<file path="config.mk">
export PLATFORM = sky130hd
export DESIGN_NAME = beacon_duty_vote_classifier
export DESIGN_NICKNAME = d
export VERILOG_FILES = /design/src/rtl/bdv_pkg.sv /design/src/rtl/bdv_div.sv /design/src/rtl/beacon_duty_vote_classifier.sv
export SDC_FILE = /design/constraint.sdc
export NUM_CORES = 1
export LEC_CHECK = 0
export ABC_AREA = 1
export BUFFER_PORTS_ARGS = -buffer_cell sky130_fd_sc_hd__buf_2
export CORE_MARGIN = 2
export CORE_UTILIZATION = 25
export CTS_BUF_LIST = sky130_fd_sc_hd__clkbuf_4 sky130_fd_sc_hd__clkbuf_8
export CTS_CLUSTER_DIAMETER = 80
export DETAILED_ROUTE_END_ITERATION = 10
export PLACE_DENSITY = 0.43
export SYNTH_ARGS = -nofsm -noshare
export SYNTH_HDL_FRONTEND = slang
export SYNTH_SLANG_ARGS = --single-unit
</file>
<file path="constraint.sdc">
create_clock -name clk -period 4 [get_ports clk]
set_clock_uncertainty 0.2 [all_clocks]
set_input_delay 0.8 -clock clk [delete_from_list [all_inputs] [get_ports clk]]
set_output_delay 0.8 -clock clk [all_outputs]
set_load 0.01 [all_outputs]
</file>
<file path="src/rtl/bdv_pkg.sv">
package bdv_pkg;

    localparam int FIELD_TIME_BITS = 16;
    localparam int TIMER_BITS_DEF  = 16;
    localparam int CFG_DATA_BITS   = 16;
    localparam int CFG_INDEX_BITS  = 2;

    localparam logic [CFG_INDEX_BITS-1:0] REG_CLASS_MODE    = 2'd0;
    localparam logic [CFG_INDEX_BITS-1:0] REG_BEACON_PERIOD = 2'd1;
    localparam logic [CFG_INDEX_BITS-1:0] REG_VOTE_TARGET   = 2'd2;
    localparam logic [CFG_INDEX_BITS-1:0] REG_TIMEOUT_TICKS = 2'd3;

    localparam logic        OP_EDGE = 1'b0;
    localparam logic        OP_TICK = 1'b1;
    localparam logic        MODE_THREE = 1'b0;

    localparam logic [15:0] PERIOD_RST  = 16'd150;
    localparam logic [7:0]  TARGET_RST  = 8'd40;
    localparam logic [15:0] TIMEOUT_RST = 16'd50;

    localparam logic [6:0]  DUTY_SCALE    = 7'd100;
    localparam logic [7:0]  DUTY_NONE_MAX = 8'd20;
    localparam logic [7:0]  DUTY_MID_LO   = 8'd40;
    localparam logic [7:0]  DUTY_MID_HI   = 8'd60;
    localparam logic [7:0]  DUTY_CAP      = 8'd80;
    localparam logic [7:0]  DUTY_SAT      = 8'd255;
    localparam logic [6:0]  VERDICT_NONE  = 7'd0;
    localparam logic [6:0]  VERDICT_30    = 7'd30;
    localparam logic [6:0]  VERDICT_50    = 7'd50;
    localparam logic [6:0]  VERDICT_70    = 7'd70;

    typedef struct packed {
        logic        op;
        logic        edge_rising;
        logic [15:0] capture_time;
    } bdv_in_t;

    typedef struct packed {
        logic [6:0] decided_duty;
        logic [7:0] measured_duty;
        logic       verdict_made;
    } bdv_out_t;

    typedef enum logic [2:0] {
        ST_IDLE,
        ST_MUL,
        ST_DIV_START,
        ST_DIV_WAIT,
        ST_VOTE
    } bdv_state_t;

    typedef enum logic [1:0] {
        DV_IDLE,
        DV_CHECK,
        DV_STEP
    } bdv_div_state_t;

    function automatic logic [7:0] sat_inc8(input logic [7:0] v);
        logic [7:0] r;
        r = (v == 8'hFF) ? v : v + 8'd1;
        return r;
    endfunction

endpackage

</file>
<file path="src/rtl/bdv_div.sv">
module bdv_div
    import bdv_pkg::*;
#(
    parameter int NUM_BITS = TIMER_BITS_DEF + 7
) (
    input  logic                clk,
    input  logic                rst_n,
    input  logic                start,
    input  logic [NUM_BITS-1:0] dividend,
    input  logic [15:0]         divisor,
    output logic                done,
    output logic [7:0]          quotient
);

    localparam int CMP_BITS = (NUM_BITS > 24) ? NUM_BITS : 24;

    bdv_div_state_t      state_reg, state_next;
    logic [NUM_BITS-1:0] num_reg, num_next;
    logic [15:0]         div_reg, div_next;
    logic [15:0]         rem_reg, rem_next;
    logic [7:0]          low_reg, low_next;
    logic [7:0]          quo_reg, quo_next;
    logic [2:0]          cnt_reg, cnt_next;
    logic                done_reg, done_next;
    logic [16:0]         trial;

    always_ff @(posedge clk or negedge rst_n)
    begin
        if (!rst_n)
        begin
            state_reg <= DV_IDLE;
            done_reg  <= 1'b0;
        end
        else
        begin
            state_reg <= state_next;
            done_reg  <= done_next;
        end
    end

    always_ff @(posedge clk)
    begin
        num_reg <= num_next;
        div_reg <= div_next;
        rem_reg <= rem_next;
        low_reg <= low_next;
        quo_reg <= quo_next;
        cnt_reg <= cnt_next;
    end

    always_comb
    begin
        state_next = state_reg;
        num_next   = num_reg;
        div_next   = div_reg;
        rem_next   = rem_reg;
        low_next   = low_reg;
        quo_next   = quo_reg;
        cnt_next   = cnt_reg;
        done_next  = 1'b0;
        trial      = {rem_reg, low_reg[7]};
        case (state_reg)
            DV_IDLE:
            begin
                if (start)
                begin
                    num_next   = dividend;
                    div_next   = divisor;
                    state_next = DV_CHECK;
                end
            end
            DV_CHECK:
            begin
                // A quotient above 255 saturates; this also covers a zero divisor.
                if (CMP_BITS'(num_reg) >= CMP_BITS'({div_reg, 8'h00}))
                begin
                    quo_next   = DUTY_SAT;
                    done_next  = 1'b1;
                    state_next = DV_IDLE;
                end
                else
                begin
                    rem_next   = 16'(num_reg[NUM_BITS-1:8]);
                    low_next   = num_reg[7:0];
                    cnt_next   = 3'd7;
                    state_next = DV_STEP;
                end
            end
            DV_STEP:
            begin
                if (trial >= {1'b0, div_reg})
                begin
                    rem_next = 16'(trial - {1'b0, div_reg});
                    quo_next = {quo_reg[6:0], 1'b1};
                end
                else
                begin
                    rem_next = trial[15:0];
                    quo_next = {quo_reg[6:0], 1'b0};
                end
                low_next = {low_reg[6:0], 1'b0};
                if (cnt_reg == 3'd0)
                begin
                    done_next  = 1'b1;
                    state_next = DV_IDLE;
                end
                else
                begin
                    cnt_next = cnt_reg - 3'd1;
                end
            end
            default:
            begin
                state_next = DV_IDLE;
            end
        endcase
    end

    assign done     = done_reg;
    assign quotient = quo_reg;

endmodule

</file>
<file path="src/rtl/beacon_duty_vote_classifier.sv">
// Channel | Direction | Handshake           | Payload
// in      | input     | in_valid / in_ready | bdv_in_t  (op, edge_rising, capture_time)
// out     | output    | out_valid/out_ready | bdv_out_t (decided_duty, measured_duty,
//         |           |                     |            verdict_made)
// cfg     | input     | cfg_we              | cfg_index, cfg_data
//
// A tick item gives its result in the cycle after its transfer.
// An edge item passes through ST_MUL, ST_DIV_START, ST_DIV_WAIT and ST_VOTE. The
// divider resolves one quotient bit per cycle in eight steps, or none on saturation.
// One item is in work at a time, and a new item is taken only after the result has
// been transferred. Reset is asynchronous, active low, and spares the data registers.
module beacon_duty_vote_classifier
    import bdv_pkg::*;
#(
    parameter int TIMER_BITS = TIMER_BITS_DEF
) (
    input  logic                      clk,
    input  logic                      rst_n,
    input  logic                      in_valid,
    output logic                      in_ready,
    input  bdv_in_t                   in_data,
    output logic                      out_valid,
    input  logic                      out_ready,
    output bdv_out_t                  out_data,
    input  logic                      cfg_we,
    input  logic [CFG_INDEX_BITS-1:0] cfg_index,
    input  logic [CFG_DATA_BITS-1:0]  cfg_data
);

    localparam int STAMP_BITS = (TIMER_BITS < FIELD_TIME_BITS) ? TIMER_BITS : FIELD_TIME_BITS;
    localparam int PROD_BITS  = STAMP_BITS + 7;

    bdv_state_t            state_reg, state_next;
    logic                  class_mode_reg;
    logic [15:0]           period_reg;
    logic [7:0]            target_reg;
    logic [15:0]           timeout_reg;
    logic [STAMP_BITS-1:0] rise_stamp_reg, rise_stamp_next;
    logic [STAMP_BITS-1:0] high_ticks_reg, high_ticks_next;
    logic [7:0]            votes_low_reg, votes_low_next;
    logic [7:0]            votes_high_reg, votes_high_next;
    logic [7:0]            votes_none_reg, votes_none_next;
    logic [6:0]            verdict_reg, verdict_next;
    logic [15:0]           idle_ticks_reg, idle_ticks_next;
    logic [7:0]            last_duty_reg, last_duty_next;
    logic [PROD_BITS-1:0]  product_reg, product_next;
    logic                  out_valid_reg, out_valid_next;
    bdv_out_t              out_data_reg, out_data_next;

    logic                  accept;
    logic                  div_start;
    logic                  div_done;
    logic [7:0]            duty;
    logic [STAMP_BITS-1:0] stamp;
    logic [15:0]           limit;
    logic [7:0]            target;
    logic                  three;
    logic                  made;
    logic [7:0]            vl, vh, vn;

    bdv_div #(
        .NUM_BITS (PROD_BITS)
    ) u_div (
        .clk      (clk),
        .rst_n    (rst_n),
        .start    (div_start),
        .dividend (product_reg),
        .divisor  (period_reg),
        .done     (div_done),
        .quotient (duty)
    );

    always_ff @(posedge clk or negedge rst_n)
    begin
        if (!rst_n)
        begin
            class_mode_reg <= MODE_THREE;
            period_reg     <= PERIOD_RST;
            target_reg     <= TARGET_RST;
            timeout_reg    <= TIMEOUT_RST;
        end
        else if (cfg_we)
        begin
            case (cfg_index)
                REG_CLASS_MODE:    class_mode_reg <= cfg_data[0];
                REG_BEACON_PERIOD: period_reg     <= cfg_data;
                REG_VOTE_TARGET:   target_reg     <= cfg_data[7:0];
                REG_TIMEOUT_TICKS: timeout_reg    <= cfg_data;
                default:           timeout_reg    <= timeout_reg;
            endcase
        end
    end

    always_ff @(posedge clk or negedge rst_n)
    begin
        if (!rst_n)
        begin
            state_reg      <= ST_IDLE;
            rise_stamp_reg <= '0;
            high_ticks_reg <= '0;
            votes_low_reg  <= '0;
            votes_high_reg <= '0;
            votes_none_reg <= '0;
            verdict_reg    <= '0;
            idle_ticks_reg <= '0;
            last_duty_reg  <= '0;
            out_valid_reg  <= 1'b0;
        end
        else
        begin
            state_reg      <= state_next;
            rise_stamp_reg <= rise_stamp_next;
            high_ticks_reg <= high_ticks_next;
            votes_low_reg  <= votes_low_next;
            votes_high_reg <= votes_high_next;
            votes_none_reg <= votes_none_next;
            verdict_reg    <= verdict_next;
            idle_ticks_reg <= idle_ticks_next;
            last_duty_reg  <= last_duty_next;
            out_valid_reg  <= out_valid_next;
        end
    end

    always_ff @(posedge clk)
    begin
        product_reg  <= product_next;
        out_data_reg <= out_data_next;
    end

    assign in_ready  = (state_reg == ST_IDLE) && !out_valid_reg;
    assign accept    = in_valid && in_ready;
    assign out_valid = out_valid_reg;
    assign out_data  = out_data_reg;
    assign stamp     = in_data.capture_time[STAMP_BITS-1:0];
    assign limit     = (timeout_reg == 16'd0) ? 16'd1 : timeout_reg;
    assign target    = (target_reg == 8'd0) ? 8'd1 : target_reg;
    assign three     = (class_mode_reg == MODE_THREE);

    always_comb
    begin
        state_next      = state_reg;
        rise_stamp_next = rise_stamp_reg;
        high_ticks_next = high_ticks_reg;
        votes_low_next  = votes_low_reg;
        votes_high_next = votes_high_reg;
        votes_none_next = votes_none_reg;
        verdict_next    = verdict_reg;
        idle_ticks_next = idle_ticks_reg;
        last_duty_next  = last_duty_reg;
        product_next    = product_reg;
        out_valid_next  = out_valid_reg && !out_ready;
        out_data_next   = out_data_reg;
        div_start       = 1'b0;
        made            = 1'b0;
        vl              = votes_low_reg;
        vh              = votes_high_reg;
        vn              = votes_none_reg;
        case (state_reg)
            ST_IDLE:
            begin
                if (accept)
                begin
                    if (in_data.op == OP_TICK)
                    begin
                        if (idle_ticks_reg < limit)
                        begin
                            idle_ticks_next = idle_ticks_reg + 16'd1;
                            if (idle_ticks_next >= limit)
                            begin
                                verdict_next = VERDICT_NONE;
                                made         = 1'b1;
                            end
                        end
                        out_valid_next = 1'b1;
                        out_data_next  = '{verdict_next, last_duty_reg, made};
                    end
                    else
                    begin
                        if (in_data.edge_rising)
                        begin
                            rise_stamp_next = stamp;
                        end
                        else if (stamp > rise_stamp_reg)
                        begin
                            high_ticks_next = stamp - rise_stamp_reg;
                        end
                        state_next = ST_MUL;
                    end
                end
            end
            ST_MUL:
            begin
                product_next = PROD_BITS'(high_ticks_reg) * PROD_BITS'(DUTY_SCALE);
                state_next   = ST_DIV_START;
            end
            ST_DIV_START:
            begin
                div_start  = 1'b1;
                state_next = ST_DIV_WAIT;
            end
            ST_DIV_WAIT:
            begin
                if (div_done)
                begin
                    state_next = ST_VOTE;
                end
            end
            ST_VOTE:
            begin
                if (three)
                begin
                    if (duty > DUTY_NONE_MAX && duty < DUTY_MID_LO)
                    begin
                        vl = sat_inc8(votes_low_reg);
                    end
                    else if (duty > DUTY_MID_HI && duty < DUTY_CAP)
                    begin
                        vh = sat_inc8(votes_high_reg);
                    end
                    else if (duty < DUTY_CAP)
                    begin
                        vn = sat_inc8(votes_none_reg);
                    end
                end
                else if (duty >= DUTY_MID_LO && duty <= DUTY_MID_HI)
                begin
                    vl = sat_inc8(votes_low_reg);
                end
                else
                begin
                    vn = sat_inc8(votes_none_reg);
                end

                if (vl >= target)
                begin
                    verdict_next = three ? VERDICT_30 : VERDICT_50;
                    made         = 1'b1;
                end
                else if (three && vh >= target)
                begin
                    verdict_next = VERDICT_70;
                    made         = 1'b1;
                end
                else if (vn >= target)
                begin
                    verdict_next = VERDICT_NONE;
                    made         = 1'b1;
                end

                if (made)
                begin
                    votes_low_next  = '0;
                    votes_high_next = '0;
                    votes_none_next = '0;
                end
                else
                begin
                    votes_low_next  = vl;
                    votes_high_next = vh;
                    votes_none_next = vn;
                end
                last_duty_next  = duty;
                idle_ticks_next = '0;
                out_valid_next  = 1'b1;
                out_data_next   = '{verdict_next, duty, made};
                state_next      = ST_IDLE;
            end
            default:
            begin
                state_next = ST_IDLE;
            end
        endcase
    end

endmodule

</file>
Word-level counts from Yosys, hierarchy flattened
Cells that the tools add are included.

word-level totals
  input port bits = 41
  bits in registers = 244

operators by class
  eq/ne operators = 22
  $lt $le $gt $ge = 14
  mux-type cells = 70
  bitwise gates (word level) = 3
  reduce and logical (&&, ||, !) cells = 31
  multipliers = 1
  add/sub/neg operators = 7

operators by type and width
  kind                     number
  $mux W8                  23
  $mux W16                 8
  $pmux W16 S2             3
  $mux W7                  7
  $pmux W8 S2              2
  $sub A16 B16 Y16         2
  $add A8 B1 Y8 const B    3
  $eq A8 B8 Y1 const B     3
  $ge A23 B24 Y1           1
  $ge A8 B8 Y1             3
  $mul A16 B5 Y21 const B  1
  $ge A17 B16 Y1           1
  $add A16 B1 Y16 const B  1
  $ge A16 B16 Y1           1
  $gt A16 B16 Y1           1
  $logic_not A16 Y1        1
  $lt A16 B16 Y1           1
  $reduce_and A2 Y1        8
  $mux W3                  5
  $pmux W7 S2              1
  $mux W1                  12
  $ne A2 B2 Y1 const B     6
  $pmux W3 S4              1
  $reduce_and A3 Y1        3
  other kinds (27)         50

Logic depth before layout (Yosys ltp)
  depth in word-level cells = 13
  gate-level depth with buffers = 27
  gate-level depth less buffers = 27

Modules after synthesis
Synthesis repeated with hierarchy kept, for this count alone.

second synthesis, totals
  cell total of the unflattened synthesis = 1951
  area total of the unflattened synthesis = 16104.2 um^2

modules (own cells, without submodules)
  module                       sequential area each (um^2)  cells each  times used  area each (um^2)
  beacon_duty_vote_classifier  4425.5                       1441        1           11514.8
  bdv_div                      2297.2                       510         1           4589.4

Worst setup path after synthesis
OpenSTA, ideal clock, no wires.

  kind = flip-flop to flip-flop
  start point = register high_ticks_reg[3]
  end point = register product_reg[16] (data pin)
  cell stages (with the launch flop) = 13
  data arrival time = 2.667 ns
  buffers on the path = 0
  clock period less this slack = 3.129 ns
  data required time = 3.538 ns
  slack = 0.871 ns
  library setup time = 0.262 ns
  path through = dfrtp_1 -> ha_1 -> ha_1 -> inv_1 -> fa_1 -> inv_1 -> ha_1 -> a21oi_1 -> nand2_1 -> a31oi_1 -> o21ai_0 -> a21oi_1 -> xor2_1

between the ends
  longest elaborated chain between the ends = 1

ends and longest elaborated chain
  element                   line                                text
  start: declaration        beacon_duty_vote_classifier.sv:39   logic [STAMP_BITS-1:0] high_ticks_reg, high_ticks_next;
  start signal: assignment  beacon_duty_vote_classifier.sv:113  high_ticks_reg <= high_ticks_next;
  $mul A16 B5 Y21           beacon_duty_vote_classifier.sv:193  product_next = PROD_BITS'(high_ticks_reg) * PROD_BITS'(DUTY_SCALE);
  end signal: assignment    beacon_duty_vote_classifier.sv:126  product_reg <= product_next;
  end: declaration          beacon_duty_vote_classifier.sv:46   logic [PROD_BITS-1:0] product_reg, product_next;

Every way passes these cells.
A chain may end at the register's enable or synchronous reset.

==> flow_metrics.py <==
metrics = {
    "placement": {
        "place_worst_setup_slack_ps": 323,
        "place_area_sq_um": 17100,
        "io_buffers": 58,
        "finalWeightedCongestion": 0.887,
        "dp_hpwl_um": 29300,
    },
    "timing": {
        "rsz0062_at_grt": "no",
        "setup_violations": 0,
        "tightest_slew_ps": 1060,
        "worst_slack_ps": 444,
        "timing.fmax_mhz": 281,
        "hold_ws_ps": 164,
        "tns_ps": 0,
        "min_period_ps": 3560,
        "hold_viol": 0,
        "min_period_over_period": 0.889,
        "relSlewSlack": 0.291,
        "drv_slew": 0,
    },
    "detailed_routing": {
        "routedWlPerCell_um": 13.6,
        "routed_via_density": 4.31,
        "dr.pass1.iters": 5,
        "drt_wl_total_um": 39000,
        "first_iter_violations": 688,
        "postRouteAntennaNets": 0,
        "vias": 12400,
        "drc": 0,
    },
    "yosys": {
        "ys.warnings.count": 0,
        "async_flop_share": 0.558,
        "synth_edf_count": 107,
        "syn_inst": 1901,
        "ys_ff_latch": 242,
        "synth_area_per_cell_sq_um": 8.34,
        "syn_area_sq_um": 15900,
        "synth_ff_type": "dfrtp_1",
        "ys_types": 51,
        "postSynthNetCount": 2120,
        "yosysSeqAreaShare": 0.416,
    },
    "cells_and_area": {
        "finalInstanceArea_sq_um": 18200,
        "final_cell_mix": "497 x nand2_1, 290 x inv_1, 165 x ha_1",
        "area_growth_pct": 14.6,
        "final_common_cell": "nand2_1",
        "nFillCells": 6769,
        "drive_gt1_frac": 0.119,
        "multi_input_area_sq_um": 7890,
        "seq_area_sq_um": 6600,
        "nNetsFinal": 2210,
    },
    "setup_path": {
        "critical_path.top_delay_family": "simple AND/OR/NAND/NOR gates",
        "path_common_cell": "nand2_1",
        "crit_required_ps": 4180,
        "start_kind": "flop",
        "slowest_stage": "dfrtp_1",
        "startpoint": "votes_high_reg[0]",
        "regToRegStartpoint": "votes_high_reg[0]",
        "max_stage_delay_ps": 420,
        "crit_path_max_fanout": 16,
        "endpoint_kind": "flop",
        "path_class": "flop to flop",
        "critPathBufInv": 4,
        "critPathArrivalTime_ps": 3730,
    },
    "min_path": {
        "worstHoldStart": "out_ready",
        "holdCritPathClass": "primary input to flop",
    },
    "clock_network": {
        "cts_tree": "yes",
        "cts_buffers": 49,
        "clk_path_buf_depth": 3,
        "insertion_delay_ps": 630,
        "cts_sinks": 242,
        "htree_levels": 2,
        "path_clk_slew_ps": 60,
        "clock-root-buffer": "clkbuf_8",
    },
    "floorplan": {
        "die_width_um": 256,
        "core_area_sq_um": 62900,
        "die_area_sq_um": 65400,
        "ioPinCount": 59,
        "fp-row-count": 92,
        "die_h_um": 256,
        "initial_core_util": 0.252,
    },
    "pwr": {
        "peakVddDrop_v": 0.000297,
        "power_density_nw_per_um2": 702,
        "total_power_uw": 12800,
        "leakagePower_uw": 0.00903,
    },
    "global_route": {
        "grt_max_degree": 62,
        "overflow": 0,
        "antenna_found_initial": 1,
        "grt_first_pass_wirelength_um": 65200,
        "grt_pass1_vias": 12700,
        "grt.total_usage": 0.122,
    },
    "flow_run": {
        "drv_cap": 0,
    },
    "status": {
        "run_status": "finished clean",
    },
}
through the flow:
step,std cells,util
after global routing,2877,0.289
after CTS,2874,0.289
after detailed placement,2783,0.272
final,2877,0.289
after floorplan,1901,-
after global placement,2783,0.272
worst reg2reg max path: cells and delay by family (launching register included):
kind                       cells  cell delay, ps
AOI/OAI and AO/OA              1             270
adders and majority gates      2             480
buffers and inverters          4             430
DFF                            1             420
and+or+nand+nor               18            1530
final timing paths:
kind                                          end  slack (ps)  depth (start not counted)
min in group asynchronous          period_reg[11]         560                          2
worst min-delay path                    out_valid         160                          2
worst max register to register        out_data[9]         440                         25
max in group asynchronous           target_reg[3]        2200                          3
worst min register to register  u_div.num_reg[10]         200                          0
worst max-delay path                  out_data[9]         440                         25
Yosys cell counts, types with 4 or more instances:
library cell / number / area, sq um
nor2_1: 99 / 372
buf_2: 8 / 40.0
edfxtp_1: 107 / 3210
clkbuf_1: 19 / 71.3
o21ai_1: 12 / 60.1
o21a_1: 6 / 45.0
nor2_2: 8 / 50.1
o21ai_0: 118 / 591
fa_1: 13 / 260
nand2_1: 498 / 1870
o21ai_2: 17 / 149
inv_1: 291 / 1090
nor4_1: 5 / 31.3
nand3_1: 83 / 415
o21bai_1: 11 / 82.6
a21oi_1: 98 / 490
nand3b_1: 18 / 135
o22ai_1: 14 / 87.6
buf_6: 4 / 45.0
nand4_1: 23 / 144
xnor2_1: 16 / 140
nand2_2: 20 / 125
nor3_1: 17 / 85.1
dfstp_2: 9 / 236
xor2_1: 42 / 368
ha_1: 165 / 2060
inv_2: 8 / 30.0
dfrtp_1: 126 / 3150
a31oi_1: 8 / 50.1
a21o_1: 6 / 45.0
area by class of cell:
| type | instances | share of cell area |
|---|---|---|
| clock inverter | 14 | 0.00524 |
| antenna | 1 | 0.000138 |
| clock buffer | 76 | 0.0500 |
| multi-input combinational | 1317 | 0.434 |
| tap | 846 | 0.0583 |
| inverter | 303 | 0.0630 |
| timing repair buffer | 78 | 0.0254 |
| sequential | 242 | 0.364 |
kinds of logic (layout without fill, tap and decap cells):
logic type,count (synthesis),count (layout),synth area share
AO/OA/AOI/OAI,300,300,0.107
XOR/XNOR,58,58,0.0320
adder cells (fa/ha/maj),178,178,0.147
buffers and inverters,342,471,0.0871
flip-flops,242,242,0.416
other,0,1,0
AND/OR/NAND/NOR,781,781,0.210
report_power, final:
part           total [uW]  leakage (uW)  internal, uW  switching, uW
Combinational        6150       0.00581          2260           3890
Clock                2620      0.000529          1500           1120
Sequential           3980       0.00269          3640            343
Total               12800       0.00903          7400           5350
routing by layer:
| metal | up-vias | track usage | routed length, um |
|---|---|---|---|
| met2 | 232 | 0.200 | 17700 |
| li1 | 6397 | - | - |
| met4 | 0 | 0.0512 | 1400 |
| met3 | 76 | 0.0228 | 1490 |
| met1 | 5698 | 0.158 | 18400 |
| met5 | - | 0 | 0 |
what timing repair did:
| item | CTS | global route |
|---|---|---|
| setup endpoints to repair | 0 | 25 |
| gates resized for setup | 0 | 3 |
| buffers inserted | 0 | 2 |
| hold endpoints to repair | 55 | 0 |
| hold buffers | 1 | 0 |
(Power assumes the default switching activity.)
